### config.mk
export PLATFORM = sky130hd
export DESIGN_NAME = kqt_rank
export DESIGN_NICKNAME = d
export VERILOG_FILES = /design/src/rtl/kqt_pkg.sv /design/src/rtl/kqt_rank.sv
export SDC_FILE = /design/constraint.sdc
export NUM_CORES = 1
export LEC_CHECK = 0
export ABC_CLOCK_PERIOD_IN_PS = 2700
export BUFFER_PORTS_ARGS = -buffer_cell sky130_fd_sc_hd__buf_2
export CORE_MARGIN = 5
export CORE_UTILIZATION = 32
export DETAILED_ROUTE_END_ITERATION = 7
export GPL_TIMING_DRIVEN = 1
export PLACE_DENSITY = 0.74
export SLEW_MARGIN = 20
export SYNTH_ARGS = -nofsm -noshare
export SYNTH_HDL_FRONTEND = slang
export SYNTH_SLANG_ARGS = --single-unit
### constraint.sdc
create_clock -name vclk -period 2.7
set_input_delay 0 -clock vclk [all_inputs]
set_output_delay 0 -clock vclk [all_outputs]
set_load 0.005 [all_outputs]
### src/rtl/kqt_pkg.sv
// kqt_pkg: shared types and constants for the keyed quantity table.
// Holds field widths, the entry record, operation codes and sequencer states.
// No dependencies.
`default_nettype none

package kqt_pkg;

	localparam int KEY_W     = 32;
	localparam int QTY_W     = 31;
	localparam int AMT_W     = 32;
	localparam int CNT_OUT_W = 9;

	localparam logic [QTY_W-1:0] QTY_MAX = {QTY_W{1'b1}};

	// operation codes of an input item
	typedef enum logic {
		OP_UPDATE = 1'b0,
		OP_REMOVE = 1'b1
	} op_t;

	// one stored table slot, also the word kept in the table memory
	typedef struct packed {
		logic             valid;
		logic [KEY_W-1:0] key;
		logic [QTY_W-1:0] qty;
	} entry_t;

	// sequencer states, one-hot
	typedef enum logic [4:0] {
		ST_CLEAR  = 5'b00001,
		ST_IDLE   = 5'b00010,
		ST_SCAN   = 5'b00100,
		ST_UPDATE = 5'b01000,
		ST_FINAL  = 5'b10000
	} state_t;

endpackage

`default_nettype wire

### src/rtl/kqt_rank.sv
// kqt_rank: shared ranking compare of the table tracker.
// Decides whether a candidate entry beats the running best; uses kqt_pkg.
`default_nettype none

module kqt_rank (
	input  wire kqt_pkg::entry_t cand,
	input  wire kqt_pkg::entry_t inc,
	output      logic            take
);

	logic qty_gt;
	logic qty_eq;
	logic key_lt;

	// larger quantity wins, smaller key breaks a tie
	assign qty_gt = cand.qty > inc.qty;
	assign qty_eq = cand.qty == inc.qty;
	assign key_lt = cand.key < inc.key;
	assign take   = !inc.valid || qty_gt || (qty_eq && key_lt);

endmodule

`default_nettype wire

==> flow_metrics.py, run 1 <==
metrics = {
    "run_status": {
        "outcome": "finished, final reports clean",
    },
    "global_route": {
        "grt_overflow": 0,
        "grt_pass1_wl_um": 7245,
        "grt_pass1_vias": 1956,
        "grt_max_degree": 5,
        "antenna_found_initial": 0,
        "grt_usage_pct": 12.85,
    },
    "sta": {
        "slew_viol_final": 0,
        "fin_tns_setup_ps": 0,
        "hold_viol": 0,
        "worst_pin_slew_ps": 336.8,
        "setup_viol": 0,
        "rsz0062_at_grt": "no",
        "min_period_ps": 1749,
        "max_freq_mhz": 571.9,
        "slew_headroom_pct": 77.55,
        "min_period_over_period_pct": 64.76,
        "whs_ps": 460.1,
    },
    "synth": {
        "synthTopCellsByCount": "64 x inv_1, 62 x ha_1, 22 x a21oi_1",
        "synthSimpleGateAreaFrac_pct": 18.54,
        "synth_mux_area_share_pct": 0,
        "synthesis.nets": 412,
        "netlist_top_cells_area": "ha_1 48%, inv_1 15%, a21oi_1 6.8%",
        "yosysMostFrequentCell": "inv_1",
        "synth-seq-area-share_pct": 0,
        "synth_top_family_by_area": "adder cells",
        "netlist_area_um2": 1627,
        "ys_types": 32,
        "yosys_warnings": 0,
        "netlist_instances": 222,
        "avgSynthCellArea_um2": 7.327,
        "synth-compound-area-share_pct": 19.00,
        "synth_top_area_share_pct": 47.69,
        "yosys.area.top_type": "ha_1",
        "synth_xor_xnor_area_share_pct": 0,
        "yosys.area_share.adder_pct": 47.69,
    },
    "power_and_ir_drop": {
        "power_switching_mw": 0.1362,
        "switching_share_pct": 46.16,
        "combinationalPowerShare_pct": 100.0,
        "clockPowerShare_pct": 0,
        "p_leak_nw": 1.535,
        "internal_power_mw": 0.1588,
        "p_per_area_nw_per_um2": 125.3,
        "seqPwrFrac_pct": 0,
        "peakVddDrop_v": 0.00004998,
    },
    "hold_path": {
        "min_path_type": "input port to output pin",
    },
    "placed_design": {
        "gp_congestion": 0.8805,
        "place_inst": 420,
        "dpl.hpwl_um": 4412,
        "io_buffer_count": 128,
    },
    "finish": {
        "n_antenna_cell": 0,
        "post_layout_nonfiller_instances": 420,
        "drive_gt1_share_pct": 39.43,
        "nClkBuffers": 0,
        "seqCellArea_um2": 0,
        "nets": 542,
        "fill_cells": 537,
        "area_growth_pct": 44.77,
        "seq_cells": 0,
    },
    "detailed_routing": {
        "antenna_left": 0,
        "viasPerCell": 4.590,
        "first_iter_violations": 31,
        "drcViolationCount": 0,
        "wl_per_cell_um": 10.73,
        "vias": 1928,
        "drt-total-wl_um": 4507,
        "first_pass_iters": 4,
    },
    "setup_path": {
        "critPathKind": "input port to output pin",
        "critPathLaunchType": "input port",
        "cp_max_fo": 3,
        "cp_data_required_time_ps": 2700,
        "arrival_ps": 1750,
        "cp-end-kind": "output pin",
    },
    "job": {
        "maxCapViolCount": 0,
    },
    "floorplanning": {
        "core_um2": 5010,
        "dieArea_um2": 6609,
        "die_h_um": 81.30,
        "die_width_um": 81.30,
        "fp-row-count": 26,
        "ios": 129,
        "start_util_pct": 32.47,
    },
    "clock_network": {
        "cts-hold-fix-buffers": 0,
        "post_cts_buffers": 0,
        "ctsResizeCount": 0,
    },
}
-- layer usage --
layer / vias to the layer above / part of all wire (%) / track usage (%)
met4: 0 / 0.55 / 0.8446
met2: 63 / 54 / 26.30
met1: 831 / 38 / 14.44
met3: 2 / 7.5 / 1.441
li1: 1032 / - / -
met5: - / 0 / 0
-- path summary, 6_finish.rpt --
| path | from | to | cells past startpoint |
|---|---|---|---|
| setup / recovery | inc[46] | take | 10 |
| hold / removal | inc[63] | take | 5 |
-- through the flow --
| step | utilization (%) | setup slack (ps) | power, mW | area (um^2) |
|---|---|---|---|---|
| detailed placement | 47.00 | 965.4 | 0.2982 | 2355 |
| global placement | 47.00 | 970.0 | 0.2872 | 2355 |
| CTS | 47.00 | 961.1 | 0.3004 | 2355 |
| finish | 47.00 | 951.5 | 0.2950 | 2355 |
| global route | 47.00 | 774.6 | 0.3459 | 2355 |
| floorplan | - | 1317 | 0.1649 | 1627 |
-- area by class of cell --
class | instances | area [um^2] | share of cell area [%]
well taps | 70 | 87.58 | 3.719
repair buffers | 128 | 640.6 | 27.21
inverters | 64 | 240.2 | 10.20
multi-input cells | 158 | 1386 | 58.87
-- power groups by stage --
stage | clock network (mW) | logic (mW) | registers (mW)
global placement | 0 | 0.287 | 0
detailed placement | 0 | 0.298 | 0
CTS | 0 | 0.300 | 0
global route | 0 | 0.346 | 0
finish | 0 | 0.295 | 0
floorplan | 0 | 0.165 | 0
-- worst max-delay path: stages --
cell and delay [ps]:
buf_2 80, inv_1 30, ha_1 300, nand4_1 160, or3_1 410, a221oi_1 300, o41ai_1 130, o2111ai_1 110
o31ai_2 90, buf_2 130
-- cells in the final DEF, fill, tap and decap left out, drive strengths merged --
| master | Yosys | final |
|---|---|---|
| inv | 64 | 64 |
| and2 | 1 | 1 |
| nand3 | 7 | 7 |
| and4 | 3 | 3 |
| nor4 | 1 | 1 |
| a32oi | 1 | 1 |
| a221o | 2 | 2 |
| nand3b | 1 | 1 |
| o31ai | 2 | 2 |
| a21oi | 23 | 23 |
| nor2 | 6 | 6 |
| or3 | 1 | 1 |
| a221oi | 2 | 2 |
| o41ai | 1 | 1 |
| ha | 62 | 62 |
| nand4 | 11 | 11 |
| a211oi | 2 | 2 |
| buf | 0 | 128 |
| nand2 | 12 | 12 |
| a211o | 2 | 2 |
| or4 | 1 | 1 |
| nor3 | 2 | 2 |
| nand2b | 3 | 3 |
| a21o | 4 | 4 |
| o2111ai | 1 | 1 |
| o21ai | 7 | 7 |
-- cell families after synthesis --
group           count (synthesis)
fa+ha+maj                      62
compound gates                 47
simple gates                   49
buf+inv                        64
(Power assumes the default switching activity.)
==> run 2: changes to the inputs <==
Settings changed: ABC_CLOCK_PERIOD_IN_PS 2700 to 1600, PLACE_DENSITY 0.74 to 0.77.
Clock period 2.7 ns to 1.6 ns, I/O delays scaled along.
==> run 2 against run 1 <==
  * The flow now finishes with violations (negative setup slack)
  * Final cell count up 1.2%
  * Total power up 91%
  * Sequential share of layout area unchanged
  * Utilization up 3.1 points
  * Non-clock buffer count up 5
  * Via count up 1.7%
  * First-iteration DRC count down 35%
  * Design area up 6.7%
  * Critical endpoint unchanged
==> flow_metrics.py, run 2 (same netlist as run 1, synthesis figures left out) <==
metrics = {
    "floorplanning": {
        "ios": 129,
        "die_width_um": 81.30,
        "fp-row-count": 26,
        "start_util_pct": 32.47,
        "dieArea_um2": 6609,
        "core_um2": 5010,
        "die_h_um": 81.30,
    },
    "setup_path": {
        "path_common_cell": "buf_2",
        "crit_family": "compound AO/OA/AOI/OAI gates",
        "cp-end-kind": "output pin",
        "cp_data_required_time_ps": 1600,
        "cp_cell_sequence": "buf_2, ha_1, a21oi_1, o21ai_1, a221o_1, a211o_2, a21oi_2, o31ai_2, buf_2",
        "cp_max_fo": 3,
        "critPathLaunchType": "input port",
        "arrival_ps": 1600,
        "critPathKind": "input port to output pin",
        "cpPeakStageDelay_ps": 350,
        "path_buf_inv": 2,
        "crit_slowest_cell": "a221o_1",
    },
    "power_and_ir_drop": {
        "p_leak_nw": 1.567,
        "p_per_area_nw_per_um2": 224.3,
        "total_power_mw": 0.5635,
        "peakVddDrop_v": 0.00008420,
    },
    "finish": {
        "post_layout_nonfiller_instances": 425,
        "nClkBuffers": 0,
        "area_growth_pct": 54.46,
        "utilization_pct": 50.15,
        "final_common_cell": "buf_2",
        "nets": 547,
        "seqCellArea_um2": 0,
        "n_antenna_cell": 0,
        "final_cell_mix": "128 x buf_2, 63 x inv_1, 55 x ha_1, 21 x a21oi_1, 12 x nand2_1",
        "drive_gt1_share_pct": 43.66,
        "seq_cells": 0,
        "final_cell_area_um2": 2512,
    },
    "detailed_routing": {
        "first_iter_violations": 20,
        "antenna_left": 0,
        "first_pass_iters": 4,
        "vias": 1961,
        "drt-total-wl_um": 4987,
        "wl_per_cell_um": 11.73,
        "viasPerCell": 4.614,
        "drcViolationCount": 0,
    },
    "run_status": {
        "outcome": "finished with violations",
        "violations": "negative setup slack",
    },
    "job": {
        "maxCapViolCount": 0,
    },
    "sta": {
        "hold_viol": 0,
        "rsz0062_at_grt": "yes",
        "worst_pin_slew_ps": 340.0,
        "max_freq_mhz": 623.1,
        "min_period_over_period_pct": 100.3,
        "slew_viol_final": 0,
        "setup_ws_ps": -4.835,
        "min_period_ps": 1605,
        "slew_headroom_pct": 77.20,
        "setup_viol": 1,
    },
    "placed_design": {
        "io_buffer_count": 128,
        "dpl-instance-area_um2": 2392,
        "place_inst": 425,
        "dpl.hpwl_um": 4463,
        "gp_congestion": 0.8403,
        "dp_slack_ps": -109.3,
    },
    "global_route": {
        "grt_max_degree": 4,
        "antenna_found_initial": 0,
        "grt_pass1_wl_um": 7431,
        "grt_pass1_vias": 1927,
        "grt_usage_pct": 13.59,
        "grt_overflow": 0,
    },
    "hold_path": {
        "hp-start": "inc[63]",
        "min_path_cells": 5,
        "min_path_type": "input port to output pin",
        "min_to": "take",
    },
    "clock_network": {
        "post_cts_buffers": 0,
    },
}
## run 2: area by class of cell
type	instances	area, um^2
Timing Repair Buffer	133	678.2
Inverter	64	240.2
Fill cell	500	2497
Tap cell	70	87.58
Multi-Input combinational cell	158	1506
## run 2: worst max-delay path by stage
stage / slack [ps] / startpoint / to / cells past startpoint
after floorplan: 220 / inc[13] / take / 6
after global placement: -90 / cand[44] / take / 9
after detailed placement: -110 / cand[44] / take / 9
after CTS: -40 / inc[14] / take / 9
after global routing: -120 / inc[44] / take / 10
final: -5 / cand[22] / take / 9
## run 2: worst min-delay path, stage by stage
cell and delay [ps]:
buf_2 100, a32oi_2 60, a21oi_2 110, o31ai_2 70, buf_2 120
## run 2: stage by stage
| step | hold slack, ps | setup TNS, ps |
|---|---|---|
| global route | 497.0 | -122.2 |
| CTS | 471.4 | -36.76 |
| global placement | 489.4 | -94.99 |
| floorplan | 214.2 | 0 |
| detailed placement | 473.8 | -109.3 |
| finish | 457.5 | -4.835 |
## run 2: report_power, final
group	leakage (nW)	switching, mW	internal, mW	total, mW
sequential	0	0	0	0
combinational	1.57	0.259	0.305	0.564
clock	0	0	0	0
total	1.57	0.259	0.305	0.564
## run 2: routing by layer
| metal | vias to the layer above | wire length, um | global-route usage (%) |
|---|---|---|---|
| met1 | 849 | 1943 | 15.56 |
| met3 | 2 | 372 | 1.774 |
| met5 | - | 0 | 0 |
| met2 | 67 | 2647 | 27.69 |
| li1 | 1043 | - | - |
| met4 | 0 | 23 | 0 |
## run 2: what timing repair did
action	in CTS	in global routing
hold buffers	0	0
pin swaps	4	5
resized for setup	6	7
setup endpoints to repair	1	1
hold endpoints to repair	0	0
gates cloned	0	0
==> run 3: changes to the inputs <==
Settings changed: BUFFER_PORTS_ARGS -buffer_cell sky130_fd_sc_hd__buf_2 to default, CORE_UTILIZATION 32 to 60, DONT_BUFFER_PORTS from default to 1, PLACE_DENSITY 0.77 to 0.86.
==> run 3 against run 2 <==
  * The run now ends clean
  * Flip-flop and latch count did not move
  * First-iteration DRC count fell by 30%
  * Design area fell by 33%
  * Global-route usage rose by 4.7 points
  * Total power fell by 40%
==> flow_metrics.py, run 3 (same netlist as run 1, synthesis figures left out) <==
metrics = {
    "run_status": {
        "outcome": "finished, final reports clean",
    },
    "setup_path": {
        "cp_data_required_time_ps": 1600,
        "critPathKind": "input port to output pin",
        "critPathLaunchType": "input port",
        "cp-end-kind": "output pin",
        "cp_max_fo": 3,
        "arrival_ps": 1480,
    },
    "sta": {
        "min_period_ps": 1478,
        "setup_viol": 0,
        "max_freq_mhz": 676.5,
        "slew_viol_final": 0,
        "min_period_over_period_pct": 92.39,
        "hold_viol": 0,
        "setup_ws_ps": 121.7,
        "worst_pin_slew_ps": 301.7,
        "fin_tns_setup_ps": 0,
        "slew_headroom_pct": 79.73,
        "rsz0062_at_grt": "no",
        "whs_ps": 237.5,
    },
    "finish": {
        "post_layout_nonfiller_instances": 252,
        "seq_cells": 0,
        "drive_gt1_share_pct": 5.405,
        "seqCellArea_um2": 0,
        "nets": 414,
        "area_growth_pct": 3.154,
        "final_cell_mix": "64 x inv_1, 62 x ha_1, 22 x a21oi_1, 12 x nand2_1, 9 x nand4_1",
        "nClkBuffers": 0,
        "utilization_pct": 65.93,
        "n_antenna_cell": 0,
        "final_cell_area_um2": 1678,
        "final_common_cell": "inv_1",
    },
    "placed_design": {
        "place_inst": 252,
        "gp_congestion": 0.7866,
        "io_buffer_count": 0,
        "dpl-instance-area_um2": 1664,
        "dpl.hpwl_um": 3541,
        "dp_slack_ps": 44.69,
    },
    "floorplanning": {
        "dieArea_um2": 3852,
        "die_width_um": 62.07,
        "ios": 129,
        "fp-row-count": 18,
        "die_h_um": 62.07,
        "start_util_pct": 63.91,
        "core_um2": 2545,
    },
    "power_and_ir_drop": {
        "peakVddDrop_v": 0.0001463,
        "p_leak_nw": 1.040,
        "total_power_mw": 0.3378,
        "p_per_area_nw_per_um2": 201.3,
    },
    "global_route": {
        "grt_pass1_wl_um": 5637,
        "grt_pass1_vias": 1486,
        "grt_overflow": 0,
        "antenna_found_initial": 0,
        "grt_usage_pct": 18.33,
        "grt_max_degree": 5,
    },
    "detailed_routing": {
        "vias": 1426,
        "viasPerCell": 5.659,
        "drt-total-wl_um": 3622,
        "drcViolationCount": 0,
        "antenna_left": 0,
        "first_pass_iters": 3,
        "first_iter_violations": 14,
        "wl_per_cell_um": 14.37,
    },
    "job": {
        "maxCapViolCount": 0,
    },
    "clock_network": {
        "post_cts_buffers": 0,
    },
    "hold_path": {
        "min_path_type": "input port to output pin",
    },
}
[run 3: cell count changes in the layout (fill, tap and decap cells not counted)]
cell       before  now
buf_2         128    0
ha_1           55   62
ha_4            7    0
buf_4           5    0
a21oi_1        21   22
a21oi_2         2    1
inv_1          63   64
inv_2           1    0
nand4_2         1    2
nand4_4         1    0
o2111ai_1       0    1
o2111ai_2       1    0
[run 3: worst max-delay path, stage by stage]
cell and delay (ps):
inv_1 20, ha_1 310, nand4_2 130, or4_4 550
nand2b_4 160, o31ai_2 300
[run 3: cell type report]
type                            instances  area (um^2)
Fill cell                             245        867.1
Multi-Input combinational cell        158         1400
Tap cell                               30        37.54
Inverter                               64        240.2
[run 3: worst paths after layout]
path  slack, ps   end  depth (start not counted)     from
max         120  take                          6  inc[13]
min         240  take                          3  inc[63]
[run 3: where the power goes]
group / switching [mW] / total, mW / internal [mW] / leakage (nW)
logic: 0.178 / 0.338 / 0.160 / 1.04
clock network: 0 / 0 / 0 / 0
registers: 0 / 0 / 0 / 0
total: 0.178 / 0.338 / 0.160 / 1.04
[run 3: routing by layer]
metal  vias up  routed length, um  track usage, %
met5         -                  0               0
met4         0                 54           2.424
met3         4                308           2.686
met2        68               1846           36.54
met1       578               1413           20.51
li1        776                  -               -
[run 3: repair_timing]
action	4_1_cts	5_1_grt
hold endpoints to repair	0	0
gates resized for setup	0	2
hold buffers	0	0
endpoints found under the setup margin	0	1
